### config.mk
export PLATFORM = sky130hd
export DESIGN_NAME = segment_region_translate
export DESIGN_NICKNAME = d
export VERILOG_FILES = /design/src/rtl/srt_pkg.sv /design/src/rtl/srt_ram.sv /design/src/rtl/srt_lookup.sv /design/src/rtl/segment_region_translate.sv
export SDC_FILE = /design/constraint.sdc
export NUM_CORES = 2
export LEC_CHECK = 0
export BUFFER_PORTS_ARGS = -buffer_cell sky130_fd_sc_hd__buf_4
export CELL_PAD_IN_SITES_DETAIL_PLACEMENT = 1
export CELL_PAD_IN_SITES_GLOBAL_PLACEMENT = 2
export CORE_MARGIN = 2
export CORE_UTILIZATION = 25
export DETAILED_ROUTE_END_ITERATION = 16
export GPL_TIMING_DRIVEN = 0
export HOLD_SLACK_MARGIN = 0.03
export PLACE_DENSITY = 0.55
export SLEW_MARGIN = 20
export SYNTH_ARGS = -nofsm -noshare
export SYNTH_HDL_FRONTEND = slang
export SYNTH_SLANG_ARGS = --single-unit
export TNS_END_PERCENT = 5
### constraint.sdc
create_clock -name clk -period 18.9 [get_ports clk]
set_clock_uncertainty 0.1 [all_clocks]
set_input_delay 2.835 -clock clk [delete_from_list [all_inputs] [get_ports clk]]
set_output_delay 2.835 -clock clk [all_outputs]
set_load 0.05 [all_outputs]
### src/rtl/srt_pkg.sv
// Shared types and codes for the segment region translation block.
`timescale 1ns / 1ps
`default_nettype none

package srt_pkg;

  // Item function codes
  localparam logic FUNC_WRITE  = 1'b0;
  localparam logic FUNC_LOOKUP = 1'b1;

  typedef enum logic [2:0] {
    STAT_FOUND = 3'd0,
    STAT_NMAP  = 3'd1,
    STAT_NMEM  = 3'd2,
    STAT_NDUMP = 3'd3,
    STAT_WACK  = 3'd4
  } status_t;

  typedef enum logic [1:0] {
    S_IDLE,
    S_SCAN,
    S_FINISH,
    S_DONE
  } eng_state_t;

  // One table entry as stored in the RAM
  typedef struct packed {
    logic [31:0] start;
    logic [31:0] mem_size;
    logic [31:0] file_size;
    logic [31:0] file_offset;
    logic        load;
    logic        ex;
    logic        wr;
  } seg_entry_t;

  typedef struct packed {
    status_t     status;
    logic [3:0]  seg;
    logic [31:0] off;
    logic        ex;
    logic        wr;
  } result_t;

endpackage

`default_nettype wire

### src/rtl/srt_ram.sv
// Generic single-write, single-read RAM with registered read data.
`timescale 1ns / 1ps
`default_nettype none

module srt_ram #(
  parameter int unsigned WIDTH = 8,
  parameter int unsigned DEPTH = 16,
  localparam int unsigned ADDR_W = (DEPTH > 1) ? $clog2(DEPTH) : 1
) (
  input  wire logic              clk,
  input  wire logic              we,
  input  wire logic [ADDR_W-1:0] waddr,
  input  wire logic [WIDTH-1:0]  wdata,
  input  wire logic              re,
  input  wire logic [ADDR_W-1:0] raddr,
  output logic      [WIDTH-1:0]  rdata
);

  logic [WIDTH-1:0] mem_r [DEPTH];
  logic [WIDTH-1:0] rdata_r;

  always_ff @(posedge clk) begin
    if (we) begin
      mem_r[waddr] <= wdata;
    end
    if (re) begin
      rdata_r <= mem_r[raddr];
    end
  end

  assign rdata = rdata_r;

endmodule

`default_nettype wire

### src/rtl/srt_lookup.sv
// Table scan engine: streams entries out of the RAM, matches, builds the result.
`timescale 1ns / 1ps
`default_nettype none

module srt_lookup import srt_pkg::*; #(
  parameter int unsigned MAX_SEGMENTS = 16,
  localparam int unsigned IDX_W = (MAX_SEGMENTS > 1) ? $clog2(MAX_SEGMENTS) : 1,
  localparam int unsigned LIM_W = $clog2(MAX_SEGMENTS + 1)
) (
  input  wire logic             clk,
  input  wire logic             rst_n,
  input  wire logic             start,
  input  wire logic             start_func,
  input  wire logic [31:0]      start_addr,
  input  wire logic [4:0]       seg_count,
  output logic                  ready,
  output logic                  rd_en,
  output logic      [IDX_W-1:0] rd_addr,
  input  wire seg_entry_t       rd_data,
  output logic                  res_valid,
  input  wire logic             res_take,
  output result_t               res
);

  eng_state_t       state_r, state_nxt;
  logic [LIM_W-1:0] limit_r, rd_ptr_r, limit_in;
  logic             chk_vld_r;
  logic [IDX_W-1:0] chk_idx_r, hit_idx_r;
  logic [31:0]      addr_r, diff_r, seg_end, fo_sum;
  seg_entry_t       hit_r;
  result_t          res_r;
  logic             more, match;

  // clamp the search length to the table depth
  assign limit_in = (32'(seg_count) > MAX_SEGMENTS) ? LIM_W'(MAX_SEGMENTS)
                                                     : LIM_W'(seg_count);
  assign more     = rd_ptr_r < limit_r;
  assign seg_end  = rd_data.start + rd_data.mem_size;
  assign match    = chk_vld_r && rd_data.load &&
                    (addr_r >= rd_data.start) && (addr_r < seg_end);
  assign fo_sum   = hit_r.file_offset + diff_r;

  // next state
  always_comb begin
    state_nxt = state_r;
    case (state_r)
      S_IDLE: begin
        if (start) begin
          state_nxt = (start_func == FUNC_WRITE) ? S_DONE : S_SCAN;
        end
      end
      S_SCAN: begin
        if (match) begin
          state_nxt = S_FINISH;
        end else if (!more) begin
          state_nxt = S_DONE;
        end
      end
      S_FINISH: state_nxt = S_DONE;
      S_DONE: begin
        if (res_take) begin
          state_nxt = S_IDLE;
        end
      end
      default: state_nxt = S_IDLE;
    endcase
  end

  // outputs
  always_comb begin
    ready     = (state_r == S_IDLE);
    rd_en     = (state_r == S_SCAN) && more;
    res_valid = (state_r == S_DONE);
    rd_addr   = rd_ptr_r[IDX_W-1:0];
  end

  assign res = res_r;

  always_ff @(posedge clk) begin
    if (!rst_n) begin
      state_r   <= S_IDLE;
      chk_vld_r <= 1'b0;
    end else begin
      state_r   <= state_nxt;
      chk_vld_r <= rd_en;
    end
  end

  always_ff @(posedge clk) begin
    if ((state_r == S_IDLE) && start) begin
      addr_r   <= start_addr;
      limit_r  <= limit_in;
      rd_ptr_r <= '0;
    end else if (rd_en) begin
      rd_ptr_r <= rd_ptr_r + LIM_W'(1);
    end

    if (rd_en) begin
      chk_idx_r <= rd_addr;
    end

    if ((state_r == S_SCAN) && match) begin
      hit_r     <= rd_data;
      hit_idx_r <= chk_idx_r;
      diff_r    <= addr_r - rd_data.start;
    end

    if ((state_r == S_IDLE) && start) begin
      res_r.status <= STAT_WACK;
      res_r.seg    <= '0;
      res_r.off    <= '0;
      res_r.ex     <= 1'b0;
      res_r.wr     <= 1'b0;
    end else if ((state_r == S_SCAN) && !match && !more) begin
      res_r.status <= STAT_NMAP;
      res_r.seg    <= '0;
      res_r.off    <= '0;
      res_r.ex     <= 1'b0;
      res_r.wr     <= 1'b0;
    end else if (state_r == S_FINISH) begin
      res_r.seg <= 4'(hit_idx_r);
      res_r.ex  <= hit_r.ex;
      res_r.wr  <= hit_r.wr;
      if (hit_r.mem_size == '0) begin
        res_r.status <= STAT_NMEM;
        res_r.off    <= '0;
      end else if (hit_r.mem_size != hit_r.file_size) begin
        res_r.status <= STAT_NDUMP;
        res_r.off    <= '0;
      end else begin
        res_r.status <= STAT_FOUND;
        res_r.off    <= fo_sum;
      end
    end
  end

  a_start_idle: assert property (@(posedge clk) disable iff (!rst_n)
    start |-> (state_r == S_IDLE))
    else $error("scan start while engine busy");

  a_data_in_scan: assert property (@(posedge clk) disable iff (!rst_n)
    chk_vld_r |-> ((state_r == S_SCAN) || (state_r == S_FINISH)))
    else $error("RAM read data returned outside a scan");

  a_hit_finish: assert property (@(posedge clk) disable iff (!rst_n)
    ((state_r == S_SCAN) && match) |=> ((state_r == S_FINISH) && $stable(addr_r)))
    else $error("hit did not move to finish");

  a_res_hold: assert property (@(posedge clk) disable iff (!rst_n)
    (res_valid && !res_take) |=> (res_valid && $stable(res_r)))
    else $error("pending result lost or changed");

endmodule

`default_nettype wire

### src/rtl/segment_region_translate.sv
// Top level of the segment region translation block.
`timescale 1ns / 1ps
`default_nettype none

// Translates 32-bit virtual addresses to file offsets through a table of up to
// MAX_SEGMENTS segment descriptors kept in one RAM with a registered read port.
// A write transaction (func 0) stores one descriptor at entry_index (indexes at
// or above MAX_SEGMENTS are dropped but still acknowledged with status 4). A
// lookup transaction (func 1) scans entries 0 .. segment_count-1 (clamped to
// MAX_SEGMENTS), one RAM read per cycle, and reports the lowest loadable entry
// with start <= address < start + mem_size (32-bit wrapped end): found with the
// translated offset, not dumped when the memory and file sizes differ, or not
// mapped. A write goes from idle straight to done; a lookup passes through the
// scan state, and on a hit the finish state, before done. The scan is paced by
// the single RAM read port that feeds the compare one entry per cycle. The input
// channel is held off while an item is in flight; a finished result sits in the
// output register and a new transaction can be accepted while it waits. Table
// entries read before ever being written return undefined data. The user must
// write segment_count through the cfg channel only while the block is idle; the
// block itself does not enforce this, and cfg_ready is always high.

module segment_region_translate import srt_pkg::*; #(
  parameter int unsigned MAX_SEGMENTS = 16
) (
  input  wire logic        clk,
  input  wire logic        rst_n,
  // item channel
  input  wire logic        in_valid,
  output logic             in_ready,
  input  wire logic        in_func,
  input  wire logic [3:0]  in_entry_index,
  input  wire logic [31:0] in_entry_start,
  input  wire logic [31:0] in_entry_mem_size,
  input  wire logic [31:0] in_entry_file_size,
  input  wire logic [31:0] in_entry_file_offset,
  input  wire logic        in_entry_loadable,
  input  wire logic        in_entry_exec,
  input  wire logic        in_entry_write,
  input  wire logic [31:0] in_lookup_address,
  // result channel
  output logic             out_valid,
  input  wire logic        out_ready,
  output logic [2:0]       out_status,
  output logic [3:0]       out_segment_found,
  output logic [31:0]      out_file_offset,
  output logic             out_is_executable,
  output logic             out_is_writable,
  // configuration
  input  wire logic        cfg_valid,
  output logic             cfg_ready,
  input  wire logic [4:0]  cfg_segment_count
);

  localparam int unsigned IDX_W = (MAX_SEGMENTS > 1) ? $clog2(MAX_SEGMENTS) : 1;

  logic             in_acc;
  logic [4:0]       count_r;
  logic             ram_we;
  seg_entry_t       wr_entry;
  logic             rd_en;
  logic [IDX_W-1:0] rd_addr;
  seg_entry_t       rd_data;
  logic             eng_ready, eng_res_valid, res_take;
  result_t          eng_res;
  logic             out_valid_r;
  result_t          out_res_r;

  assign in_acc    = in_valid && in_ready;
  assign in_ready  = eng_ready;
  assign cfg_ready = 1'b1;

  always_ff @(posedge clk) begin
    if (!rst_n) begin
      count_r <= '0;
    end else if (cfg_valid && cfg_ready) begin
      count_r <= cfg_segment_count;
    end
  end

  // Table writes land at accept time; the engine is idle then, so a write
  // never overlaps a scan read of the same entry.
  assign ram_we = in_acc && (in_func == FUNC_WRITE) &&
                  (32'(in_entry_index) < MAX_SEGMENTS);

  always_comb begin
    wr_entry.start       = in_entry_start;
    wr_entry.mem_size    = in_entry_mem_size;
    wr_entry.file_size   = in_entry_file_size;
    wr_entry.file_offset = in_entry_file_offset;
    wr_entry.load        = in_entry_loadable;
    wr_entry.ex          = in_entry_exec;
    wr_entry.wr          = in_entry_write;
  end

  srt_ram #(
    .WIDTH ($bits(seg_entry_t)),
    .DEPTH (MAX_SEGMENTS)
  ) u_table (
    .clk   (clk),
    .we    (ram_we),
    .waddr (IDX_W'(in_entry_index)),
    .wdata (wr_entry),
    .re    (rd_en),
    .raddr (rd_addr),
    .rdata (rd_data)
  );

  srt_lookup #(
    .MAX_SEGMENTS (MAX_SEGMENTS)
  ) u_lookup (
    .clk        (clk),
    .rst_n      (rst_n),
    .start      (in_acc),
    .start_func (in_func),
    .start_addr (in_lookup_address),
    .seg_count  (count_r),
    .ready      (eng_ready),
    .rd_en      (rd_en),
    .rd_addr    (rd_addr),
    .rd_data    (rd_data),
    .res_valid  (eng_res_valid),
    .res_take   (res_take),
    .res        (eng_res)
  );

  // Output register: takes the engine result when empty or being drained.
  assign res_take = eng_res_valid && (!out_valid_r || out_ready);

  always_ff @(posedge clk) begin
    if (!rst_n) begin
      out_valid_r <= 1'b0;
    end else if (res_take) begin
      out_valid_r <= 1'b1;
    end else if (out_ready) begin
      out_valid_r <= 1'b0;
    end
  end

  always_ff @(posedge clk) begin
    if (res_take) begin
      out_res_r <= eng_res;
    end
  end

  assign out_valid         = out_valid_r;
  assign out_status        = out_res_r.status;
  assign out_segment_found = out_res_r.seg;
  assign out_file_offset   = out_res_r.off;
  assign out_is_executable = out_res_r.ex;
  assign out_is_writable   = out_res_r.wr;

  a_busy_after_accept: assert property (@(posedge clk) disable iff (!rst_n)
    in_acc |=> !in_ready)
    else $error("second transaction accepted while first in flight");

endmodule

`default_nettype wire
==> summary.txt <==
Outcome
  – Status: complete, no violations

Placement
  – Routability cong.: 0.768
  – Port buffer count: 219
  – DP Cell Count: 9986
  – Hpwl dp: 213 mm
  – Post-DP Area: 0.110 mm^2

Timing
  – F_max: 128 MHz
  – Final worst path period share: 0.413
  – Setup Viol. Count Final: 0
  – Tmin final: 7.80 ns
  – Hold_ws: 0.317 ns
  – Tightest Pin Transition: 1.22 ns
  – Final slew viol count: 0
  – Rel. slew slack: 0.185
  – RSZ-0062 raised after global routing: false
  – Final hold vios: 0

Die
  – DIE WIDTH: 626 um
  – # rows: 228
  – Die area: 0.392 mm^2
  – Starting Density: 0.251
  – Die Y: 626 um
  – Core Area: 0.386 mm^2
  – Num ports: 222

Power and ir drop
  – Maximum vdd ir drop: 64.2 uV
  – Leakage: 37.0 nW
  – Pwr Density: 120 mW/mm^2
  – Total chip power: 0.0142 W

Synthesis
  – Syn_nets: 4639
  – Ys flop type: edfxtp_1
  – Post-Syn Area per Cell: 22.4 um^2
  – Number of synthesized flops with an enable pin: 2443
  – Flops & latches, synth: 2498
  – Post-synthesis cell count: 4324
  – Sequential-to-total area share from yosys stat: 0.769
  – Post-synthesis cell area: 0.0968 mm^2
  – Synth cell types: 73
  – Synth warnings: 0
  – FFs w/ async S/R, synth: 0

Setup path
  – Critical Path Fanout Max: 11
  – Worst EP required: 19.35 ns
  – Crit path max-delay cell type: nor4_1
  – Crit-path most repeated cell: buf_4
  – Crit start category: flop
  – Critical path capture point type: flop
  – Crit Path Class: reg -> reg
  – Crit path DAT: 8.25 ns
  – Largest stage delay on the critical path: 0.72 ns

GRT
  – Total gr overflow: 0
  – GRT Util Overall: 0.150
  – First-pass GRT wire length: 411 mm
  – Initial antenna violation count: 89
  – Pin count of the biggest net entering global routing: 44
  – Vias in the first global route: 50200

Clock network
  – Root Driver: clkbuf_16
  – Clk sink count: 2498
  – Worst-Skew Late Latency: 0.87 ns
  – Gates resized, CTS repair: 0
  – CTS tree: yes
  – Clock slew at reported path FFs: 0.07 ns
  – CTS buffer count: 276
  – Hold Buf Count CTS: 0
  – CTS H-tree lvls: 5
  – Post-CTS Setup Bufs: 0
  – Longest Clk Path Bufs: 4

Finish
  – Design Area, Final: 0.118 mm^2
  – Share of cells above drive strength 1: 0.303
  – Most frequent cells in the layout: 2443 x edfxtp_1, 655 x mux4_2, 328 x buf_4
  – Nets@finish: 5405
  – Area Growth Syn to Fin: 21.8%
  – Fin util: 0.306
  – Most common cell after layout, fill and taps aside: edfxtp_1
  – Post-Layout Cell Count: 10500

Route
  – DRC errors left: 0
  – Initial DRT Pass Iterations: 5
  – WL/cell: 28.5 um
  – DRT Wirelength: 298 mm
  – Vias: 48000
  – Via density per instance: 4.59
  – Post-route ant nets: 0
  – 1st-iter DRT viols: 4919

Flow run
  – Max Cap Violations: 0

Hold path
  – HP Class: reg -> reg
==> critical path: cells and delay by family (launching register included) <==
kind                       cells  cell delay (ns)
DFF                            1             0.57
buffers and inverters         10             2.04
adders and majority gates      3             0.96
xor gates and xnor gates       1             0.16
and+or+nand+nor                3             1.20
AOI/OAI and AO/OA             10             2.41
==> layout make-up <==
cell class	count	area (um^2)
flip-flops and latches	2498	74500
repair buffers	488	6130
clock inverters	123	863
clock buffers	355	7420
plain buffers	168	739
inverters	72	272
well taps	5175	6470
diodes	7	17.5
multi-input cells	1586	21600
fillers	38800	268000
==> registers in the layout, summed over array words and instances (netlist names), 32 cells and up <==
name,flops
u_table.rdata,131
u_lookup.hit_r,98
u_lookup.addr_r,32
out_file_offset,32
u_table.mem_r,2096
u_lookup.res,41
u_lookup.diff_r,32
==> synthesized netlist by cell type, types with 8 or more instances <==
| master | instances | area [um^2] |
|---|---|---|
| nand2b_1 | 13 | 81.3 |
| a22oi_1 | 20 | 150 |
| nor2_1 | 105 | 394 |
| clkbuf_1 | 135 | 507 |
| o21a_1 | 12 | 90.1 |
| mux4_2 | 655 | 14800 |
| or3_1 | 8 | 50.1 |
| o21ai_1 | 23 | 115 |
| o21bai_1 | 13 | 97.6 |
| nor2b_1 | 17 | 106 |
| inv_1 | 71 | 267 |
| a31oi_1 | 12 | 75.1 |
| xnor2_1 | 77 | 674 |
| edfxtp_1 | 2443 | 73400 |
| nor4_1 | 14 | 87.6 |
| buf_1 | 32 | 120 |
| xor2_1 | 26 | 228 |
| a211oi_1 | 17 | 128 |
| ha_1 | 134 | 1680 |
| a21oi_1 | 81 | 405 |
| nand4_1 | 22 | 138 |
| dfxtp_1 | 55 | 1100 |
| and2_1 | 8 | 50.1 |
| o21ai_0 | 37 | 185 |
| nand3_1 | 31 | 155 |
| nand2_1 | 59 | 221 |
| nor3_1 | 27 | 135 |
| a21o_1 | 52 | 390 |
| mux2i_1 | 20 | 200 |
| and3_1 | 12 | 75.1 |
==> path summary, 6_finish.rpt <==
check / startpoint / endpoint / slack [ns] / cells past startpoint
worst max-delay path: u_table.rdata[99] / u_lookup.hit_r[52] / 11.10 / 27
worst min-delay path: u_table.rdata[17] / u_lookup.hit_r[17] / 0.32 / 0
worst max register to register: u_table.rdata[99] / u_lookup.hit_r[52] / 11.10 / 27
worst min register to register: u_table.rdata[17] / u_lookup.hit_r[17] / 0.32 / 0
==> logic make-up after synthesis <==
| logic type | count (synthesis) | share of synthesized area |
|---|---|---|
| adders and majority gates | 137 | 0.0179 |
| buffers and inverters | 240 | 0.00934 |
| and+or+nand+nor | 345 | 0.0177 |
| xor gates and xnor gates | 103 | 0.00932 |
| other | 1 | 0.0000387 |
| AOI/OAI and AO/OA | 325 | 0.0222 |
| muxes | 675 | 0.154 |
| DFF | 2498 | 0.769 |
==> layer usage <==
| metal | track usage | wire length (um) | up-vias |
|---|---|---|---|
| li1 | - | - | 19900 |
| met1 | 0.208 | 132000 | 26200 |
| met2 | 0.240 | 140000 | 1440 |
| met3 | 0.0343 | 19100 | 454 |
| met4 | 0.0335 | 7340 | 42 |
| met5 | 0 | 255 | - |
==> per-stage QoR <==
stage / worst slack (ns) / TNS [ns]
floorplan: 5.47 / 0
global placement: -10.16 / -6349.67
detailed placement: 11.19 / 0
CTS: 11.15 / 0
global route: 10.63 / 0
finish: 11.10 / 0
==> report_power, final <==
part / switching (W) / leakage (nW) / total [W] / internal, W
clock network: 0.00217 / 4.03 / 0.00506 / 0.00289
registers: 0.000136 / 22.5 / 0.00647 / 0.00634
logic: 0.00151 / 10.5 / 0.00267 / 0.00115
No activity file was read; power rests on OpenSTA's default activity.
